<file path="config.mk">
export PLATFORM = sky130hd
export DESIGN_NAME = swhc_front_flat
export DESIGN_NICKNAME = d
export VERILOG_FILES = /design/src/rtl/swhc_pkg.sv /design/src/rtl/swhc_req_if.sv /design/src/rtl/swhc_front.sv /design/src/flat_wrapper.sv
export SDC_FILE = /design/constraint.sdc
export NUM_CORES = 1
export LEC_CHECK = 0
export ABC_AREA = 1
export BUFFER_PORTS_ARGS = -buffer_cell sky130_fd_sc_hd__buf_4
export CAP_MARGIN = 5
export CORE_MARGIN = 1
export CORE_UTILIZATION = 51
export DETAILED_ROUTE_END_ITERATION = 10
export HOLD_SLACK_MARGIN = 0.12
export PLACE_DENSITY = 0.83
export RECOVER_POWER = 50
export SETUP_SLACK_MARGIN = 0.02
export SYNTH_ARGS = -nofsm -noshare
export SYNTH_HDL_FRONTEND = slang
export SYNTH_SLANG_ARGS = --single-unit
</file>
<file path="constraint.sdc">
create_clock -name clk -period 3.1 [get_ports clk]
set_input_delay 0 -clock clk [delete_from_list [all_inputs] [get_ports clk]]
set_output_delay 0 -clock clk [all_outputs]
set_load 0.01 [all_outputs]
</file>
<file path="src/rtl/swhc_pkg.sv">
// Shared types and constants of the sliding window hit counter.
`default_nettype none

package swhc_pkg;

    localparam int TS_W    = 32;
    localparam int COUNT_W = 32;
    localparam int WIN_W   = 10;

    localparam logic [WIN_W-1:0] WINDOW_RESET = 10'd300;

    // Operation codes of an input item
    localparam logic OP_HIT   = 1'b0;
    localparam logic OP_QUERY = 1'b1;

    typedef struct packed {
        logic            is_query;
        logic [TS_W-1:0] timestamp;
    } item_t;

    // Head of the item queue as seen by the back end
    typedef struct packed {
        logic  valid;
        item_t item;
    } queue_head_t;

endpackage

`default_nettype wire

</file>
<file path="src/rtl/swhc_req_if.sv">
// Request channel: one hit or query with its timestamp per transfer.
`default_nettype none

interface swhc_req_if;
    logic                      valid;
    logic                      ready;
    logic                      op;
    logic [swhc_pkg::TS_W-1:0] timestamp;

    modport source (output valid, output op, output timestamp, input ready);
    modport sink   (input valid, input op, input timestamp, output ready);
endinterface

`default_nettype wire

</file>
<file path="src/rtl/swhc_front.sv">
// Front end: accept request transfers, classify them and hold them in a two-entry queue.
`default_nettype none

module swhc_front (
    input  wire                   clk,
    input  wire                   rst_n,
    swhc_req_if.sink              req,
    input  wire                   pop,
    output swhc_pkg::queue_head_t head
);

    swhc_pkg::item_t slot_reg [2];
    logic            wr_ptr_reg;
    logic            wr_ptr_next;
    logic            rd_ptr_reg;
    logic            rd_ptr_next;
    logic [1:0]      cnt_reg;
    logic [1:0]      cnt_next;
    logic            push;
    logic            do_pop;
    swhc_pkg::item_t new_item;

    assign req.ready = (cnt_reg != 2'd2);
    assign push      = req.valid && req.ready;
    assign do_pop    = pop && (cnt_reg != 2'd0);

    // Classify the incoming transfer
    always_comb
    begin
        new_item.is_query  = (req.op == swhc_pkg::OP_QUERY);
        new_item.timestamp = req.timestamp;
    end

    always_comb
    begin
        wr_ptr_next = push ? ~wr_ptr_reg : wr_ptr_reg;
        rd_ptr_next = do_pop ? ~rd_ptr_reg : rd_ptr_reg;
        cnt_next    = cnt_reg + {1'b0, push} - {1'b0, do_pop};
    end

    always_ff @(posedge clk or negedge rst_n)
    begin
        if (!rst_n)
        begin
            wr_ptr_reg <= 1'b0;
            rd_ptr_reg <= 1'b0;
            cnt_reg    <= 2'd0;
        end
        else
        begin
            wr_ptr_reg <= wr_ptr_next;
            rd_ptr_reg <= rd_ptr_next;
            cnt_reg    <= cnt_next;
        end
    end

    always_ff @(posedge clk)
    begin
        if (push)
        begin
            slot_reg[wr_ptr_reg] <= new_item;
        end
    end

    assign head.valid = (cnt_reg != 2'd0);
    assign head.item  = slot_reg[rd_ptr_reg];

endmodule

`default_nettype wire

</file>
<file path="src/flat_wrapper.sv">
// flat-port wrapper written by rule: the top's interface ports become plain ports
module swhc_front_flat 
  (clk, rst_n, pop, head, req_valid, req_op, req_timestamp, req_ready);
  swhc_req_if req_i ();
  input  wire clk;
  input  wire rst_n;
  input  wire pop;
  output swhc_pkg::queue_head_t head;
  input wire logic [$bits(req_i.valid)-1:0] req_valid;
  input wire logic [$bits(req_i.op)-1:0] req_op;
  input wire logic [$bits(req_i.timestamp)-1:0] req_timestamp;
  output wire logic [$bits(req_i.ready)-1:0] req_ready;
  assign req_i.valid = req_valid;
  assign req_i.op = req_op;
  assign req_i.timestamp = req_timestamp;
  assign req_ready = req_i.ready;
  swhc_front u_core (.clk(clk), .rst_n(rst_n), .req(req_i), .pop(pop), .head(head));
endmodule
</file>
* After elaboration in Yosys (flattened, before gate mapping)
Memories as Yosys holds them, arrays and structs flattened. Cells that the tools add are included.
Storage, ports and cells: register bits 4, bits in latches 0, bits in writable memories 66, memory bits (read-only) 0, bits of input ports 37, output and inout port bits 35, word-level logic and storage cells 14, memories 1
Operators by class: add/sub/neg operators 2, multiply operators 0, div/mod/pow operators 0, order comparisons 0, equality and inequality tests 1, shift operators 0, muxes and demuxes 2, bitwise operators 2, reduce and logical (&&, ||, !) cells 3
Memory list:
- u_core.slot_reg | words 2, width 33, read ports 1, clocked after Yosys merged registers in 0, write ports 1, line swhc_front.sv:12 | swhc_pkg::item_t slot_reg [2];
Operators with widths (number):
- 2-bit by 1-bit adder with 2-bit output | 1
- 1-bit logical AND | 2
- 1-bit two-way mux | 2
- 2-bit inequality test, second input constant | 1
- 1-bit inverter | 2
- 2-bit nonzero test | 1
- 2-bit by 1-bit subtractor with 2-bit output | 1

* Longest topological paths before layout
Gate-level depths: netlist of the first run.
depth in word-level cells 4, depth in mapped cells 10, gate-level depth less buffers 10

* Least setup slack after synthesis of the first run
OpenSTA, ideal clock, no wires.
path type register -> register, start point register u_core.cnt_reg[1], end point memory u_core.slot_reg[1][0] (netlist bit), enable pin, setup time 0.423 ns, arrival time 2.017 ns, required time 2.677 ns, path slack 0.660 ns, cell stages (with the launch flop) 4, path buffers 0, clock period less this slack 2.440 ns, path through dfrtp_1 nand2_1 nand2_1 nor2_1
On the way: longest elaborated chain between the ends 4
RTL lines:
- start: declaration | line swhc_front.sv:17 | logic [1:0] cnt_reg;
- start signal: assignment | line swhc_front.sv:53 | cnt_reg <= cnt_next;
- 2-bit inequality test | line swhc_front.sv:23 | assign req.ready = (cnt_reg != 2'd2);
- named net req_ready | line flat_wrapper.sv:12 | output wire logic [$bits(req_i.ready)-1:0] req_ready;
- 1-bit logical AND | line swhc_front.sv:24 | assign push = req.valid && req.ready;
- 1-bit two-way mux | line swhc_front.sv:59 | if (push)
- 1-bit two-way mux (implied by the code) | line swhc_front.sv:61 | slot_reg[wr_ptr_reg] <= new_item;
- end: declaration | line swhc_front.sv:12
The timed path passes the listed nets, and every way through them passes these cells.

==> results.cfg, run 1 <==
[global_route]
grt_usage_pct = 20.6
first_global_vias = 1718
grt_pass1_wl_um = 7940
antenna_found_initial = 0
grt_max_degree = 35
grt_overflow = 0

[cts]
cts.repair.resized = 0
cts.clk_slew.worst_paths_ns = 0.07
clk_path_buf_depth = 2
clock-sinks = 70
clk_latency_ns = 0.34
htree_levels = 3
cts_buffers = 9
root_buffer = clkbuf_8
cts_tree = yes

[final_layout]
instances_no_fill = 394
layout-drive-gt1-share_pct = 28.1
fin_area_um2 = 3780
largest_reg_flops = 66
n_antenna_cell = 0
nets = 358
fill_cells = 339
final_core_util_pct = 74.0
syn2layout_area_growth_pct = 40.5

[timing]
setup_viol = 0
tns_ns = 0
fin_crit_ns = 1.93
fmax_mhz = 519
hold_violations = 0
slew_violations = 0
tightest_slew_ns = 0.949
rsz0062_at_grt = false
relSlewSlack_pct = 36.7
skew_ns = 0.00454
fin_crit_sh_pct = 62.2

[yosys]
netlist_instances = 205
ys_seq_area_share_pct = 77.4
synth_area_leaders = edfxtp_1, nand2_1, dfrtp_1, nand2_2, buf_6
ys.flop_type = edfxtp_1
synth_edf_count = 66
netlist_area_um2 = 2690
synth_top_area_cell = edfxtp_1
synth.ff_latch_count = 70
synth_top_area_share_pct = 73.6
yosysWarnings = 0
ys_types = 12
syn_avg_cell_area_um2 = 13.1
syn_nets = 244
yosysMostFrequentCell = nand2_1
synthTopCellsByCount = nand2_1, edfxtp_1, nand2_2
async_reset_ff_share_pct = 5.71

[pwr]
leakage_uw = 0.00163
vdd_drop_max_v = 0.000477
powerDensity_nw_per_um2 = 857
power_uw = 3240

[floorplan]
num_io_pins = 72
rows = 26
start_util_pct = 52.7
die_x_um = 74.6
die_area_um2 = 5570
core_um2 = 5110
die_h_um = 74.6

[worst_setup_path]
worstSetupEndpointType = primary output
cp.required_ns = 3.10
start_kind = flop
crit_arrival_ns = 1.93
worst-setup-path-type = reg2out
critPathMaxFanout = 34

[place]
dpl_cell_area_um2 = 3260
dpl.hpwl_um = 3080
dp.cells = 341
gp_congestion = 0.768
portBuffers = 71

[drt]
num_vias = 1813
routed_via_density = 4.60
ant_nets = 0
drc_errors = 0
routed_wl_um = 5260
dr.pass1.iters = 4
drt_iter0_drc = 109
wl_per_cell_um = 13.3

[flow_run]
maxCapViolations = 0

[outcome]
status = complete, no violations

[worst_hold_path]
worstHoldPathType = in2reg
area by class of cell:
cell class / count / area (um^2) / share of cell area, %
clock buffer: 9 / 124 / 3.28
clock inverter: 7 / 65.1 / 1.72
inverter: 10 / 45.0 / 1.19
multi-input combinational: 118 / 497 / 13.1
sequential: 70 / 2080 / 55.1
tap: 70 / 87.6 / 2.32
timing repair buffer: 110 / 881 / 23.3
kinds of logic after synthesis:
logic type                 share of synthesized area [%]
adders and majority gates                          0.930
buffers and inverters                               4.46
and+or+nand+nor                                     17.2
DFF                                                 77.4
metrics by stage:
step | hold slack (ns) | setup slack [ns]
floorplan | -0.296 | 0.660
global placement | -0.202 | 1.40
detailed placement | -0.200 | 1.33
CTS | 0.372 | 1.11
global route | 0.395 | 1.01
finish | 0.408 | 1.17
timing repair:
item | 4_1_cts | 5_1_grt
hold endpoints to repair | 73 | 0
buffers inserted | 0 | 0
hold buffers | 37 | 0
endpoints found under the setup margin | 0 | 0
cells in the final DEF, fill, tap and decap left out, drive strengths merged:
master / n
buf: 37
bufinv: 1
clkbuf: 45
clkinv: 4
clkinvlp: 2
dfrtp: 4
dlygate4sd3: 37
edfxtp: 66
ha: 2
inv: 10
nand2: 112
nand3: 3
nor2: 1
report_power, final:
part | internal (uW) | switching (uW)
registers | 1290 | 112
clock network | 365 | 331
logic | 487 | 654
worst max-delay path, cell delays in order, from the launching register on:
cell and delay, ns:
dfrtp_1 0.96, inv_8 0.23, nand2_1 0.14, nand2_1 0.08
buf_4 0.15
path summary, 6_finish.rpt:
check / startpoint / to / slack (ns) / depth (start not counted)
max in group asynchronous: rst_n / u_core.wr_ptr_reg / 2.34 / 3
worst min register to register: u_core.wr_ptr_reg / u_core.wr_ptr_reg / 0.50 / 2
worst min-delay path: req_timestamp[4] / u_core.slot_reg[0][4] / 0.41 / 2
worst max register to register: u_core.cnt_reg[1] / u_core.slot_reg[1][28] / 1.34 / 3
worst max-delay path: u_core.rd_ptr_reg / head[0] / 1.17 / 4
min in group asynchronous: rst_n / u_core.rd_ptr_reg / 0.58 / 3
per-layer routing:
layer,global-route usage (%),share of wire [%],routed length (um)
met1,24.3,41,2130
met2,34.8,54,2830
met3,6.43,4.1,217
met4,9.43,1.4,76
met5,0,0,0
(Power assumes the default switching activity.)
==> run 2: changes to the inputs <==
Settings changed: CORE_UTILIZATION 51 to 46, PLACE_DENSITY 0.83 to 0.79.
Clock period 3.1 ns to 1.7 ns, I/O delays scaled along.
==> run 2 against run 1 <==
  * Non-clock buffer count is 4 higher
  * Final cell count is 1.5% higher
  * Clock power is 62% higher
  * Wire length is 8.0% lower
  * Combinational power is 93% higher
  * Register-to-register slack worse by 1.1 ns
  * Setup slack worse by 0.96 ns
  * Hold slack better by 0.0081 ns
  * Largest power group unchanged
  * Total power is 80% higher
==> results.cfg, run 2 (synthesis gave the netlist of run 1 again) <==
[flow_run]
maxCapViolations = 0

[timing]
fmax_mhz = 672
skew_ns = 0.0124
setup_viol = 0
tns_ns = 0
fin_crit_sh_pct = 87.6
post-route-worst-setup-slack_ns = 0.212
fin_crit_ns = 1.49
holdWs_ns = 0.416
relSlewSlack_pct = 66.0
tightest_slew_ns = 0.511
slew_violations = 0
rsz0062_at_grt = false
hold_violations = 0

[pwr]
vdd_drop_max_v = 0.000871
powerDensity_nw_per_um2 = 1530
combPwrFrac_pct = 37.6
switchingPower_uw = 1920
clockPowerShare_pct = 19.4
power.internal_uw = 3920
switching_share_pct = 32.8
power.share.sequential_pct = 42.9
leakage_uw = 0.00166

[global_route]
grt_max_degree = 35
antenna_found_initial = 0
grt_pass1_wl_um = 7850
first_global_vias = 1802
grt_overflow = 0
grt_usage_pct = 17.5

[cts]
root_buffer = clkbuf_8
cts_setup_buffers = 0
clk_path_buf_depth = 2
cts_tree = yes
clk_latency_ns = 0.32
cts.clk_slew.worst_paths_ns = 0.08
cts_buffers = 9
htree_levels = 3
clock-sinks = 70

[floorplan]
num_io_pins = 72
start_util_pct = 48.3
die_h_um = 78.5
die_area_um2 = 6160
rows = 27
core_um2 = 5570
die_x_um = 78.5

[place]
dpl.hpwl_um = 2790
dpl_cell_area_um2 = 3300
gp_congestion = 0.739
place_ws_ns = 0.319
portBuffers = 71

[outcome]
status = complete, no violations

[drt]
num_vias = 1760
drt_iter0_drc = 66
drc_errors = 0
routed_wl_um = 4840
ant_nets = 0
wl_per_cell_um = 12.1
routed_via_density = 4.40
dr.pass1.iters = 4

[worst_hold_path]
worstHoldPathType = in2reg
worstHoldPathCells = 2
holdPathEnd = u_core.slot_reg[0][29]
hold_start = req_timestamp[29]

[worst_setup_path]
r2r-end = u_core.cnt_reg[1]
r2r_start = u_core.cnt_reg[1]
reg2reg_slack_ns = 0.29
cp.required_ns = 1.70
worstSetupEndpointType = primary output
start_kind = flop
crit_arrival_ns = 1.49
r2r_cells = 9
worst-setup-path-type = reg2out
critPathMaxFanout = 10

[final_layout]
final_core_util_pct = 68.6
fin_area_um2 = 3820
nets = 362
layout-drive-gt1-share_pct = 29.3
final_common_cell = nand2_1
largest_reg_flops = 66
n_antenna_cell = 0
layout_common_cells = nand2_1, edfxtp_1, buf_4
syn2layout_area_growth_pct = 42.1
## run 2: final cells by class
| type | instances | area (um^2) |
|---|---|---|
| repair buffers | 114 | 940 |
| flip-flops and latches | 70 | 2080 |
| multi-input cells | 118 | 497 |
| clock buffers | 15 | 166 |
| inverters | 10 | 45.0 |
| fillers | 385 | 1750 |
| well taps | 72 | 90.1 |
| clock inverters | 1 | 5.00 |
## run 2: per-stage QoR
stage,cells,power (uW)
final,400,5840
after global routing,400,6210
after CTS,400,5910
after detailed placement,347,4720
after global placement,347,4660
after floorplan,205,3790
## run 2: what timing repair did
action / CTS / global route
resized for setup: 0 / 0
hold buffers: 37 / 0
hold endpoints to repair: 72 / 0
## run 2: power by group through the flow
stage	logic, uW	registers (uW)	clock network [uW]
after floorplan	1310	2480	0
after global placement	2130	2530	0
after detailed placement	2180	2540	0
after CTS	2260	2500	1150
after global routing	2450	2550	1210
final	2200	2510	1130
## run 2: routing by layer
metal  share of wire (%)  up-vias  global-route usage, %
met3                 3.5        2                   3.37
li1                    -      914                      -
met2                  56       45                   33.7
met1                  40      799                   18.3
met5                   0        -                      0
met4                0.31        0                   7.59
## run 2: how the worst max path moves through the flow
stage                            end              start  cells after the start  slack (ns)
2_1_floorplan  u_core.slot_reg[0][0]  u_core.cnt_reg[1]                      3        0.03
3_5_place_dp       u_core.cnt_reg[1]  u_core.cnt_reg[0]                      9        0.32
6_report                    head[28]  u_core.rd_ptr_reg                      4        0.21
5_1_grt                     head[25]  u_core.rd_ptr_reg                      4         0.1
4_1_cts                     head[22]  u_core.rd_ptr_reg                      4        0.17
3_3_place_gp       u_core.cnt_reg[1]  u_core.cnt_reg[1]                     10        0.35
## run 2: worst max-delay path, stage by stage (launching register included)
cell and delay [ns]:
dfrtp_1 0.66, buf_4 0.27, nand2_1 0.07, nand2_1 0.07
buf_4 0.11
